==> config.mk <==
export PLATFORM = sky130hd
export DESIGN_NAME = text_command_decoder_core
export DESIGN_NICKNAME = d
export VERILOG_FILES = /design/src/tcd_pkg.sv /design/src/text_command_decoder_core.sv /design/src/tcd_front.sv /design/src/tcd_pos_decode.sv
export SDC_FILE = /design/constraint.sdc
export NUM_CORES = 1
export LEC_CHECK = 0
export BUFFER_PORTS_ARGS = -buffer_cell sky130_fd_sc_hd__buf_2
export CAP_MARGIN = 20
export CORE_ASPECT_RATIO = 1.2
export CORE_MARGIN = 2
export CORE_UTILIZATION = 45
export CTS_CLUSTER_SIZE = 30
export DETAILED_ROUTE_END_ITERATION = 10
export GPL_TIMING_DRIVEN = 0
export PLACE_DENSITY = 0.63
export SETUP_SLACK_MARGIN = 0.3
export SLEW_MARGIN = 30
export SYNTH_ARGS = -nofsm -noshare
export SYNTH_HDL_FRONTEND = slang
export SYNTH_HIERARCHICAL = 1
export SYNTH_SLANG_ARGS = --single-unit
==> constraint.sdc <==
create_clock -name clk_i -period 13.9 [get_ports clk_i]
set_input_delay 0 -clock clk_i [delete_from_list [all_inputs] [get_ports clk_i]]
set_output_delay 0 -clock clk_i [all_outputs]
set_load 0.01 [all_outputs]
==> src/tcd_pkg.sv <==
package tcd_pkg;

  localparam int unsigned LOOKAHEAD = 8;
  localparam int unsigned HEAD_LEN = 3;

  localparam logic [1:0] CFG_CLOCK_EN = 2'd0;
  localparam logic [1:0] CFG_DISPLAY_EN = 2'd1;
  localparam logic [1:0] CFG_CONTRAST = 2'd2;

  localparam logic [3:0] ACT_SEC = 4'd0;
  localparam logic [3:0] ACT_MIN = 4'd1;
  localparam logic [3:0] ACT_HOUR = 4'd2;
  localparam logic [3:0] ACT_DAY = 4'd3;
  localparam logic [3:0] ACT_MONTH = 4'd4;
  localparam logic [3:0] ACT_YEAR = 4'd5;
  localparam logic [3:0] ACT_CONTRAST = 4'd6;
  localparam logic [3:0] ACT_LED_ON = 4'd7;
  localparam logic [3:0] ACT_LED_OFF = 4'd8;

  localparam logic [7:0] CHR_LS = "s";
  localparam logic [7:0] CHR_LC = "c";
  localparam logic [7:0] CHR_LM = "m";
  localparam logic [7:0] CHR_LH = "h";
  localparam logic [7:0] CHR_LD = "d";
  localparam logic [7:0] CHR_UM = "M";
  localparam logic [7:0] CHR_UY = "Y";
  localparam logic [7:0] CHR_LE = "e";
  localparam logic [7:0] CHR_LO = "o";
  localparam logic [7:0] CHR_UO = "O";
  localparam logic [7:0] CHR_LI = "i";
  localparam logic [7:0] CHR_LN = "n";
  localparam logic [7:0] CHR_UN = "N";
  localparam logic [7:0] CHR_LF = "f";
  localparam logic [7:0] CHR_UF = "F";
  localparam logic [3:0] DIGIT_HI = 4'h3;
  localparam logic [3:0] DIGIT_MAX = 4'd9;

  localparam logic [7:0] CONTRAST_RESET = 8'hFF;
  localparam logic [7:0] CONTRAST_STEP = 8'h20;
  localparam logic [7:0] CONTRAST_UP_LIMIT = 8'hDF;
  localparam logic [7:0] CONTRAST_MAX = 8'hFF;
  localparam logic [7:0] CONTRAST_MIN = 8'h00;

  typedef struct packed {
    logic [7:0] rx_byte;
    logic       end_of_packet;
  } in_t;

  typedef struct packed {
    logic [3:0]  action;
    logic [13:0] action_value;
    logic [7:0]  status_first;
    logic [7:0]  status_second;
    logic [7:0]  status_third;
    logic        last_of_run;
  } out_t;

  typedef struct packed {
    logic [LOOKAHEAD-1:0][7:0] bytes;
    logic [3:0]                count;
    logic [LOOKAHEAD-1:0]      mask;
    logic [HEAD_LEN-1:0][7:0]  head;
  } job_t;

  typedef struct packed {
    logic        match;
    logic [3:0]  action;
    logic [13:0] value;
    logic        up;
  } pos_res_t;

endpackage

==> src/text_command_decoder_core.sv <==
// Each accepted beat is registered, then its byte positions are decoded from that register;
// the first result then enters the output register once the output is free. A beat that
// causes k results (k up to 8 at the end of a packet) holds the decoder until all are out,
// one result per cycle unless the output stalls; beats without results flow one per cycle.
// Reset clears the window, packet head and valid flags, sets both enables to one and
// loads the contrast with 255.
module text_command_decoder_core import tcd_pkg::*; (
  input  logic       clk_i,
  input  logic       rst_ni,
  input  logic       in_valid_i,
  output logic       in_stall_o,
  input  in_t        in_data_i,
  output logic       out_valid_o,
  input  logic       out_stall_i,
  output out_t       out_data_o,
  input  logic       cfg_we_i,
  input  logic [1:0] cfg_index_i,
  input  logic [7:0] cfg_data_i
);

  job_t                 job;
  logic                 job_valid, job_release, in_fire;
  pos_res_t [LOOKAHEAD-1:0] res;
  logic [LOOKAHEAD-1:0] match_vec, pending, sel, remaining;
  logic [LOOKAHEAD-1:0] done_q, done_d;
  logic                 emit, out_free;
  logic                 clock_en_q, display_en_q;
  logic [7:0]           contrast_q, contrast_d, contrast_new;
  logic                 out_valid_q, out_valid_d;
  out_t                 out_data_q, out_data_d;
  pos_res_t             chosen;

  assign in_fire = in_valid_i && !in_stall_o;

  tcd_front u_front (
    .clk_i         (clk_i),
    .rst_ni        (rst_ni),
    .in_fire_i     (in_fire),
    .in_data_i     (in_data_i),
    .job_release_i (job_release),
    .job_o         (job),
    .job_valid_o   (job_valid)
  );

  for (genvar p = 0; p < LOOKAHEAD; p++) begin : g_pos
    logic [LOOKAHEAD-1:0][7:0] pbytes;
    logic [LOOKAHEAD-1:0]      ppresent;
    for (genvar k = 0; k < LOOKAHEAD; k++) begin : g_byte
      if (p + k < LOOKAHEAD) begin : g_in
        assign pbytes[k] = job.bytes[p+k];
        assign ppresent[k] = 4'(p + k) < job.count;
      end else begin : g_out
        assign pbytes[k] = '0;
        assign ppresent[k] = 1'b0;
      end
    end
    tcd_pos_decode u_dec (
      .bytes_i      (pbytes),
      .present_i    (ppresent),
      .clock_en_i   (clock_en_q),
      .display_en_i (display_en_q),
      .res_o        (res[p])
    );
    assign match_vec[p] = res[p].match && job.mask[p];
  end

  always_comb begin
    pending = match_vec & ~done_q;
    sel = pending & (~pending + LOOKAHEAD'(1));
    remaining = pending & ~sel;
    out_free = !out_valid_q || !out_stall_i;
    emit = job_valid && (pending != '0) && out_free;
    job_release = job_valid && ((pending == '0) || (emit && (remaining == '0)));
    in_stall_o = job_valid && !job_release;

    done_d = done_q;
    if (emit) begin
      done_d = done_q | sel;
    end
    if (in_fire) begin
      done_d = '0;
    end

    chosen = '0;
    for (int p = 0; p < LOOKAHEAD; p++) begin
      if (sel[p]) begin
        chosen = res[p];
      end
    end

    if (chosen.up) begin
      contrast_new = (contrast_q < CONTRAST_UP_LIMIT) ? contrast_q + CONTRAST_STEP
                                                      : CONTRAST_MAX;
    end else begin
      contrast_new = (contrast_q >= CONTRAST_STEP) ? contrast_q - CONTRAST_STEP
                                                   : CONTRAST_MIN;
    end

    contrast_d = contrast_q;
    if (emit && (chosen.action == ACT_CONTRAST)) begin
      contrast_d = contrast_new;
    end
    if (cfg_we_i && (cfg_index_i == CFG_CONTRAST)) begin
      contrast_d = cfg_data_i;
    end

    out_data_d = out_data_q;
    out_valid_d = out_valid_q && out_stall_i;
    if (emit) begin
      out_valid_d = 1'b1;
      out_data_d = '0;
      out_data_d.action = chosen.action;
      out_data_d.action_value = chosen.value;
      out_data_d.last_of_run = (remaining == '0);
      if (chosen.action == ACT_CONTRAST) begin
        out_data_d.action_value = {6'd0, contrast_new};
      end
      if (chosen.action == ACT_LED_ON || chosen.action == ACT_LED_OFF) begin
        out_data_d.status_first = job.head[0];
        out_data_d.status_second = job.head[1];
      end
      if (chosen.action == ACT_LED_OFF) begin
        out_data_d.status_third = job.head[2];
      end
    end
  end

  always_ff @(posedge clk_i or negedge rst_ni) begin
    if (!rst_ni) begin
      done_q <= '0;
      out_valid_q <= 1'b0;
      clock_en_q <= 1'b1;
      display_en_q <= 1'b1;
      contrast_q <= CONTRAST_RESET;
    end else begin
      done_q <= done_d;
      out_valid_q <= out_valid_d;
      contrast_q <= contrast_d;
      if (cfg_we_i && (cfg_index_i == CFG_CLOCK_EN)) begin
        clock_en_q <= cfg_data_i[0];
      end
      if (cfg_we_i && (cfg_index_i == CFG_DISPLAY_EN)) begin
        display_en_q <= cfg_data_i[0];
      end
    end
  end

  always_ff @(posedge clk_i) begin
    out_data_q <= out_data_d;
  end

  assign out_valid_o = out_valid_q;
  assign out_data_o = out_data_q;

endmodule

==> src/tcd_front.sv <==
module tcd_front import tcd_pkg::*; (
  input  logic clk_i,
  input  logic rst_ni,
  input  logic in_fire_i,
  input  in_t  in_data_i,
  input  logic job_release_i,
  output job_t job_o,
  output logic job_valid_o
);

  logic [LOOKAHEAD-2:0][7:0] win_q, win_d;
  logic [2:0]                fill_q, fill_d;
  logic [HEAD_LEN-1:0][7:0]  head_q, head_d;
  logic [1:0]                head_cnt_q, head_cnt_d;
  job_t                      job_q, job_d;
  logic                      job_valid_q, job_valid_d;

  always_comb begin
    job_d = job_q;
    win_d = win_q;
    fill_d = fill_q;
    head_d = head_q;
    head_cnt_d = head_cnt_q;
    job_valid_d = job_valid_q;
    if (job_release_i) begin
      job_valid_d = 1'b0;
    end
    if (in_fire_i) begin
      job_valid_d = 1'b1;
      for (int k = 0; k < LOOKAHEAD - 1; k++) begin
        job_d.bytes[k] = (4'(k) < {1'b0, fill_q}) ? win_q[k] : in_data_i.rx_byte;
      end
      job_d.bytes[LOOKAHEAD-1] = in_data_i.rx_byte;
      job_d.count = {1'b0, fill_q} + 4'd1;
      if (head_cnt_q != 2'(HEAD_LEN)) begin
        head_d[head_cnt_q] = in_data_i.rx_byte;
        head_cnt_d = head_cnt_q + 2'd1;
      end
      job_d.head = head_d;
      if (in_data_i.end_of_packet) begin
        for (int p = 0; p < LOOKAHEAD; p++) begin
          job_d.mask[p] = 4'(p) < job_d.count;
        end
        fill_d = 3'd0;
        head_cnt_d = 2'd0;
        head_d = '0;
      end else if (fill_q == 3'(LOOKAHEAD - 1)) begin
        job_d.mask = LOOKAHEAD'(1);
        for (int k = 0; k < LOOKAHEAD - 1; k++) begin
          win_d[k] = job_d.bytes[k+1];
        end
      end else begin
        job_d.mask = '0;
        for (int k = 0; k < LOOKAHEAD - 1; k++) begin
          win_d[k] = job_d.bytes[k];
        end
        fill_d = fill_q + 3'd1;
      end
    end
  end

  always_ff @(posedge clk_i or negedge rst_ni) begin
    if (!rst_ni) begin
      win_q <= '0;
      fill_q <= 3'd0;
      head_q <= '0;
      head_cnt_q <= 2'd0;
      job_valid_q <= 1'b0;
    end else begin
      win_q <= win_d;
      fill_q <= fill_d;
      head_q <= head_d;
      head_cnt_q <= head_cnt_d;
      job_valid_q <= job_valid_d;
    end
  end

  always_ff @(posedge clk_i) begin
    job_q <= job_d;
  end

  assign job_o = job_q;
  assign job_valid_o = job_valid_q;

endmodule

==> src/tcd_pos_decode.sv <==
module tcd_pos_decode import tcd_pkg::*; (
  input  logic [LOOKAHEAD-1:0][7:0] bytes_i,
  input  logic [LOOKAHEAD-1:0]      present_i,
  input  logic                      clock_en_i,
  input  logic                      display_en_i,
  output pos_res_t                  res_o
);

  logic [LOOKAHEAD-1:0] dig;
  logic [LOOKAHEAD-1:0][3:0] dv;
  logic is_s, is_lo, is_uo, clock_hit, year_hit, time_hit, code_ok, disp_hit;
  logic on_hit, off_hit;
  logic [3:0] code;

  function automatic logic eq(input logic [7:0] b, input logic p, input logic [7:0] ch);
    eq = p && (b == ch);
  endfunction

  always_comb begin
    for (int k = 0; k < LOOKAHEAD; k++) begin
      dig[k] = present_i[k] && (bytes_i[k][7:4] == DIGIT_HI) && (bytes_i[k][3:0] <= DIGIT_MAX);
      dv[k] = bytes_i[k][3:0];
    end
    is_s = eq(bytes_i[0], present_i[0], CHR_LS);
    is_lo = eq(bytes_i[0], present_i[0], CHR_LO);
    is_uo = eq(bytes_i[0], present_i[0], CHR_UO);
    clock_hit = is_s && eq(bytes_i[1], present_i[1], CHR_LC) && clock_en_i;
    year_hit = clock_hit && eq(bytes_i[2], present_i[2], CHR_UY) && dig[3] && dig[4]
               && dig[5] && dig[6] && eq(bytes_i[7], present_i[7], CHR_LE);
    code_ok = 1'b1;
    code = ACT_SEC;
    if (eq(bytes_i[2], present_i[2], CHR_LS)) begin
      code = ACT_SEC;
    end else if (eq(bytes_i[2], present_i[2], CHR_LM)) begin
      code = ACT_MIN;
    end else if (eq(bytes_i[2], present_i[2], CHR_LH)) begin
      code = ACT_HOUR;
    end else if (eq(bytes_i[2], present_i[2], CHR_LD)) begin
      code = ACT_DAY;
    end else if (eq(bytes_i[2], present_i[2], CHR_UM)) begin
      code = ACT_MONTH;
    end else begin
      code_ok = 1'b0;
    end
    time_hit = clock_hit && code_ok && dig[3] && dig[4] && eq(bytes_i[5], present_i[5], CHR_LE);
    disp_hit = is_s && eq(bytes_i[1], present_i[1], CHR_LO) && display_en_i
               && eq(bytes_i[3], present_i[3], CHR_LE)
               && (eq(bytes_i[2], present_i[2], CHR_LI) || eq(bytes_i[2], present_i[2], CHR_LD));
    on_hit = (is_lo && eq(bytes_i[1], present_i[1], CHR_LN))
             || (is_uo && eq(bytes_i[1], present_i[1], CHR_UN));
    off_hit = (is_lo && eq(bytes_i[1], present_i[1], CHR_LF) && eq(bytes_i[2], present_i[2], CHR_LF))
              || (is_uo && eq(bytes_i[1], present_i[1], CHR_UF)
                  && eq(bytes_i[2], present_i[2], CHR_UF));

    res_o = '0;
    res_o.up = eq(bytes_i[2], present_i[2], CHR_LI);
    if (year_hit) begin
      res_o.match = 1'b1;
      res_o.action = ACT_YEAR;
      res_o.value = 14'(dv[3]) * 14'd1000 + 14'(dv[4]) * 14'd100 + 14'(dv[5]) * 14'd10
                    + 14'(dv[6]);
    end else if (time_hit) begin
      res_o.match = 1'b1;
      res_o.action = code;
      res_o.value = 14'(dv[3]) * 14'd10 + 14'(dv[4]);
    end else if (disp_hit) begin
      res_o.match = 1'b1;
      res_o.action = ACT_CONTRAST;
    end else if (on_hit) begin
      res_o.match = 1'b1;
      res_o.action = ACT_LED_ON;
    end else if (off_hit) begin
      res_o.match = 1'b1;
      res_o.action = ACT_LED_OFF;
    end
  end

endmodule

==> results.yml <==
worst_setup_path:
  required_ps: 14310
  worstPathCellList: "buf_8 > buf_6 > inv_1 > ha_1 > nand2_1 > o21ai_0 > nand4_2 > nor4_4 > or4_2 > and3b_1 > clkbuf_1 > nor4_4 > nand3_2 > maj3_1 > nor2_1 > a21oi_1 > nor2b_1 > buf_6 > buf_2 > clkinv_1 > clkbuf_1 > o2bb2ai_1"
  start_kind: "register"
  criticalPathCategory: "reg2reg"
  cp.arrival_ps: 7120
  critPathCaptureType: "register"
  reg2reg_slack_ps: 7190
  max_stage_delay_ps: 660
  crit_slowest_cell: "edfxtp_1"
  cp_max_fo: 43
synthesis:
  synthDistinctLibCells: 118
  synth_ff_type: "edfxtp_1"
  syn_area_um2: 32610
  synth_edf_count: 143
  yosysWarnings: 6
  synth_common_cells: "ha_1, inv_1, nand2_1"
  synth_top_cell_by_area: "ha_1"
  synth.area.top_cells: "ha_1, edfxtp_1, fa_1"
  synthArstFlopShare_pct: 42.34
  synth_most_common_cell: "ha_1"
  netlist_instances: 3434
  avgSynthCellArea_um2: 9.496
  ys_seq_area_share_pct: 21.26
  ys_seq_elements: 248
  yosysTopAreaCellShare_pct: 19.19
cells_and_area:
  synthToLayoutAreaGrowth_pct: 16.39
  final_net_count: 4819
  drive_gt1_share_pct: 8.667
  final_cells: 5102
  final_area_um2: 37950
timing:
  finalSetupViolCount: 0
  min_period_ps: 6709
  finClkSkew_ps: 37.54
  tns_ps: 0
  drv_slew: 0
  maxSlewHeadroom_pct: 28.13
  tightest_slew_ps: 1070
  fmax_mhz: 149.1
  rsz0062_at_grt: "false"
  period_share_pct: 48.26
  fin_ws_ps: 7191
  finalHoldViolCount: 0
placement:
  routabilityCongestion: 0.9472
  dp_cells: 5014
  post-place-ws_ps: 7305
  io_buffer_count: 67
  place_area_um2: 36620
  hpwl_um: 73780
routing:
  drtPass1Iterations: 6
  post_drt_wl_per_cell_um: 18.01
  wirelength_um: 91910
  vias: 27240
  drt_iter0_markers: 1820
  drc: 0
  viasPerCell: 5.339
  antenna_left: 0
grt:
  grt_pass1_wl_um: 147300
  grt-ovfl-total: 0
  grt_max_degree: 72
  grt_pass1_vias: 27050
  grtUsageTotal_pct: 24.68
  antenna_found_initial: 3
floorplan:
  die_x_um: 249.7
  dieArea_um2: 74640
  initial_core_util_pct: 45.27
  fp-row-count: 108
  ios: 69
  die_y_um: 298.9
  core-area_um2: 72020
cts:
  cts_max_level: 1
  cts_root_buf: "clkbuf_16"
  cts_tree: "yes"
  clock-sinks: 248
  cts_max_path_buffers: 3
  cts_resized: 0
  cts_buffers: 28
  path_clk_slew_ps: 60
  clkLatencyLatePin_ps: 570
power:
  p_per_area_nw_per_um2: 114.0
  p_sw_share_pct: 41.32
  sequentialPowerShare_pct: 22.8
  pwr-share-comb_pct: 59.3
  leakagePower_nw: 18.12
  p_clk_share_pct: 17.9
  p_sw_mw: 1.789
  p_int_mw: 2.540
  ir_drop_v: 0.0001099
status:
  status: "completed"
flow_run:
  maxCapViolCount: 0
hold_path:
  hold_class: "in2reg"
## layout by cell type (no fill, tap or decap), types with 27 or more instances in the layout
cell type,instances
conb_1,549
ha_1,500
inv_1,392
nand2_1,195
nor2_1,161
fa_1,152
edfxtp_1,143
xnor2_1,142
a21oi_1,122
o21ai_0,108
buf_2,95
dfrtp_1,95
mux2i_1,78
nor3_1,78
nand3_1,68
nand2b_1,58
a21o_1,57
o221ai_1,48
nor2b_1,47
clkbuf_1,46
a22oi_1,44
nand4b_1,42
xor2_1,41
nand3b_1,38
nand4_1,36
buf_6,35
mux2_2,33
dlygate4sd3_1,32
and2_1,31
nor3b_1,31
o21a_1,30
clkbuf_16,29
o22ai_1,27
## sequential cells by signal (all words and copies together), names as in the netlist
register             flops
out_data_o              43
u_front/win_q           56
u_front/job_valid_o      1
display_en_q             1
u_front/head_cnt_q       2
done_q                   8
out_valid_o              1
u_front/head_q          24
u_front/job_o          100
clock_en_q               1
contrast_q               8
u_front/fill_q           3
## cell families after synthesis
family,synth area share (%)
AND/OR/NAND/NOR,19.09
AO/OA/AOI/OAI,16.05
adder cells (fa/ha/maj),28.58
buffers and inverters,6.354
flip-flops,21.26
XOR/XNOR,4.915
multiplexers,3.741
other,0.01150
## repair_timing
item                      in CTS  in global routing
hold buffers                  33                  0
buffers inserted               0                  0
hold endpoints to repair     144                  0
## metrics by stage
step	total power [mW]	hold slack [ps]	util [%]
final	4.328	126.6	52.69
after global routing	4.733	145.1	52.69
after CTS	4.187	104.5	52.67
after detailed placement	3.382	-78.24	50.84
after global placement	3.350	222.7	50.22
after floorplan	2.986	-295.6	-
## worst max-delay path, delay by kind of cell, from the launching register on
kind	cells	cell delay, ps
compound gates	3	670
fa+ha+maj	2	670
buf+inv	8	2040
flops	1	660
simple gates	9	2460
## power by group through the flow
| stage | clock, mW | combinational [mW] | sequential, mW |
|---|---|---|---|
| 2_1_floorplan | 0 | 2.02 | 0.968 |
| 3_3_place_gp | 0 | 2.33 | 1.02 |
| 3_5_place_dp | 0 | 2.38 | 0.998 |
| 4_1_cts | 0.790 | 2.41 | 0.985 |
| 5_1_grt | 0.820 | 2.92 | 0.997 |
| 6_report | 0.776 | 2.56 | 0.987 |
## layer usage
layer | up-vias | share of wire, % | global-route usage, %
met3 | 202 | 4.6 | 2.387
met5 | - | 0 | 0
met1 | 12900 | 43 | 31.97
li1 | 13410 | - | -
met2 | 725 | 48 | 42.23
met4 | 0 | 4.7 | 10.08
## area by class of cell
cell class                      instances  area, um2
Antenna cell                            2      5.005
Buffer                                100      584.3
Clock buffer                           41      830.8
Clock inverter                         11      141.4
Fill cell                            6849      34070
Inverter                              399       1498
Multi-Input combinational cell       3235      25660
Sequential cell                       248       6934
Tap cell                              935       1170
Timing Repair Buffer                  131       1129
## final timing paths
| check | start | cells past startpoint | endpoint |
|---|---|---|---|
| hold reg to reg | u_front/win_q[19] | 2 | u_front/win_q[19] |
| setup reg to reg | u_front/job_o[86] | 22 | u_front/head_q[1] |
| hold / removal | in_valid_i | 3 | u_front/job_o[37] |
| max in group asynchronous | rst_ni | 4 | contrast_q[1] |
| min in group asynchronous | rst_ni | 4 | u_front/win_q[4] |
| setup / recovery | u_front/job_o[86] | 22 | u_front/head_q[1] |
No activity file was read; power rests on OpenSTA's default activity.
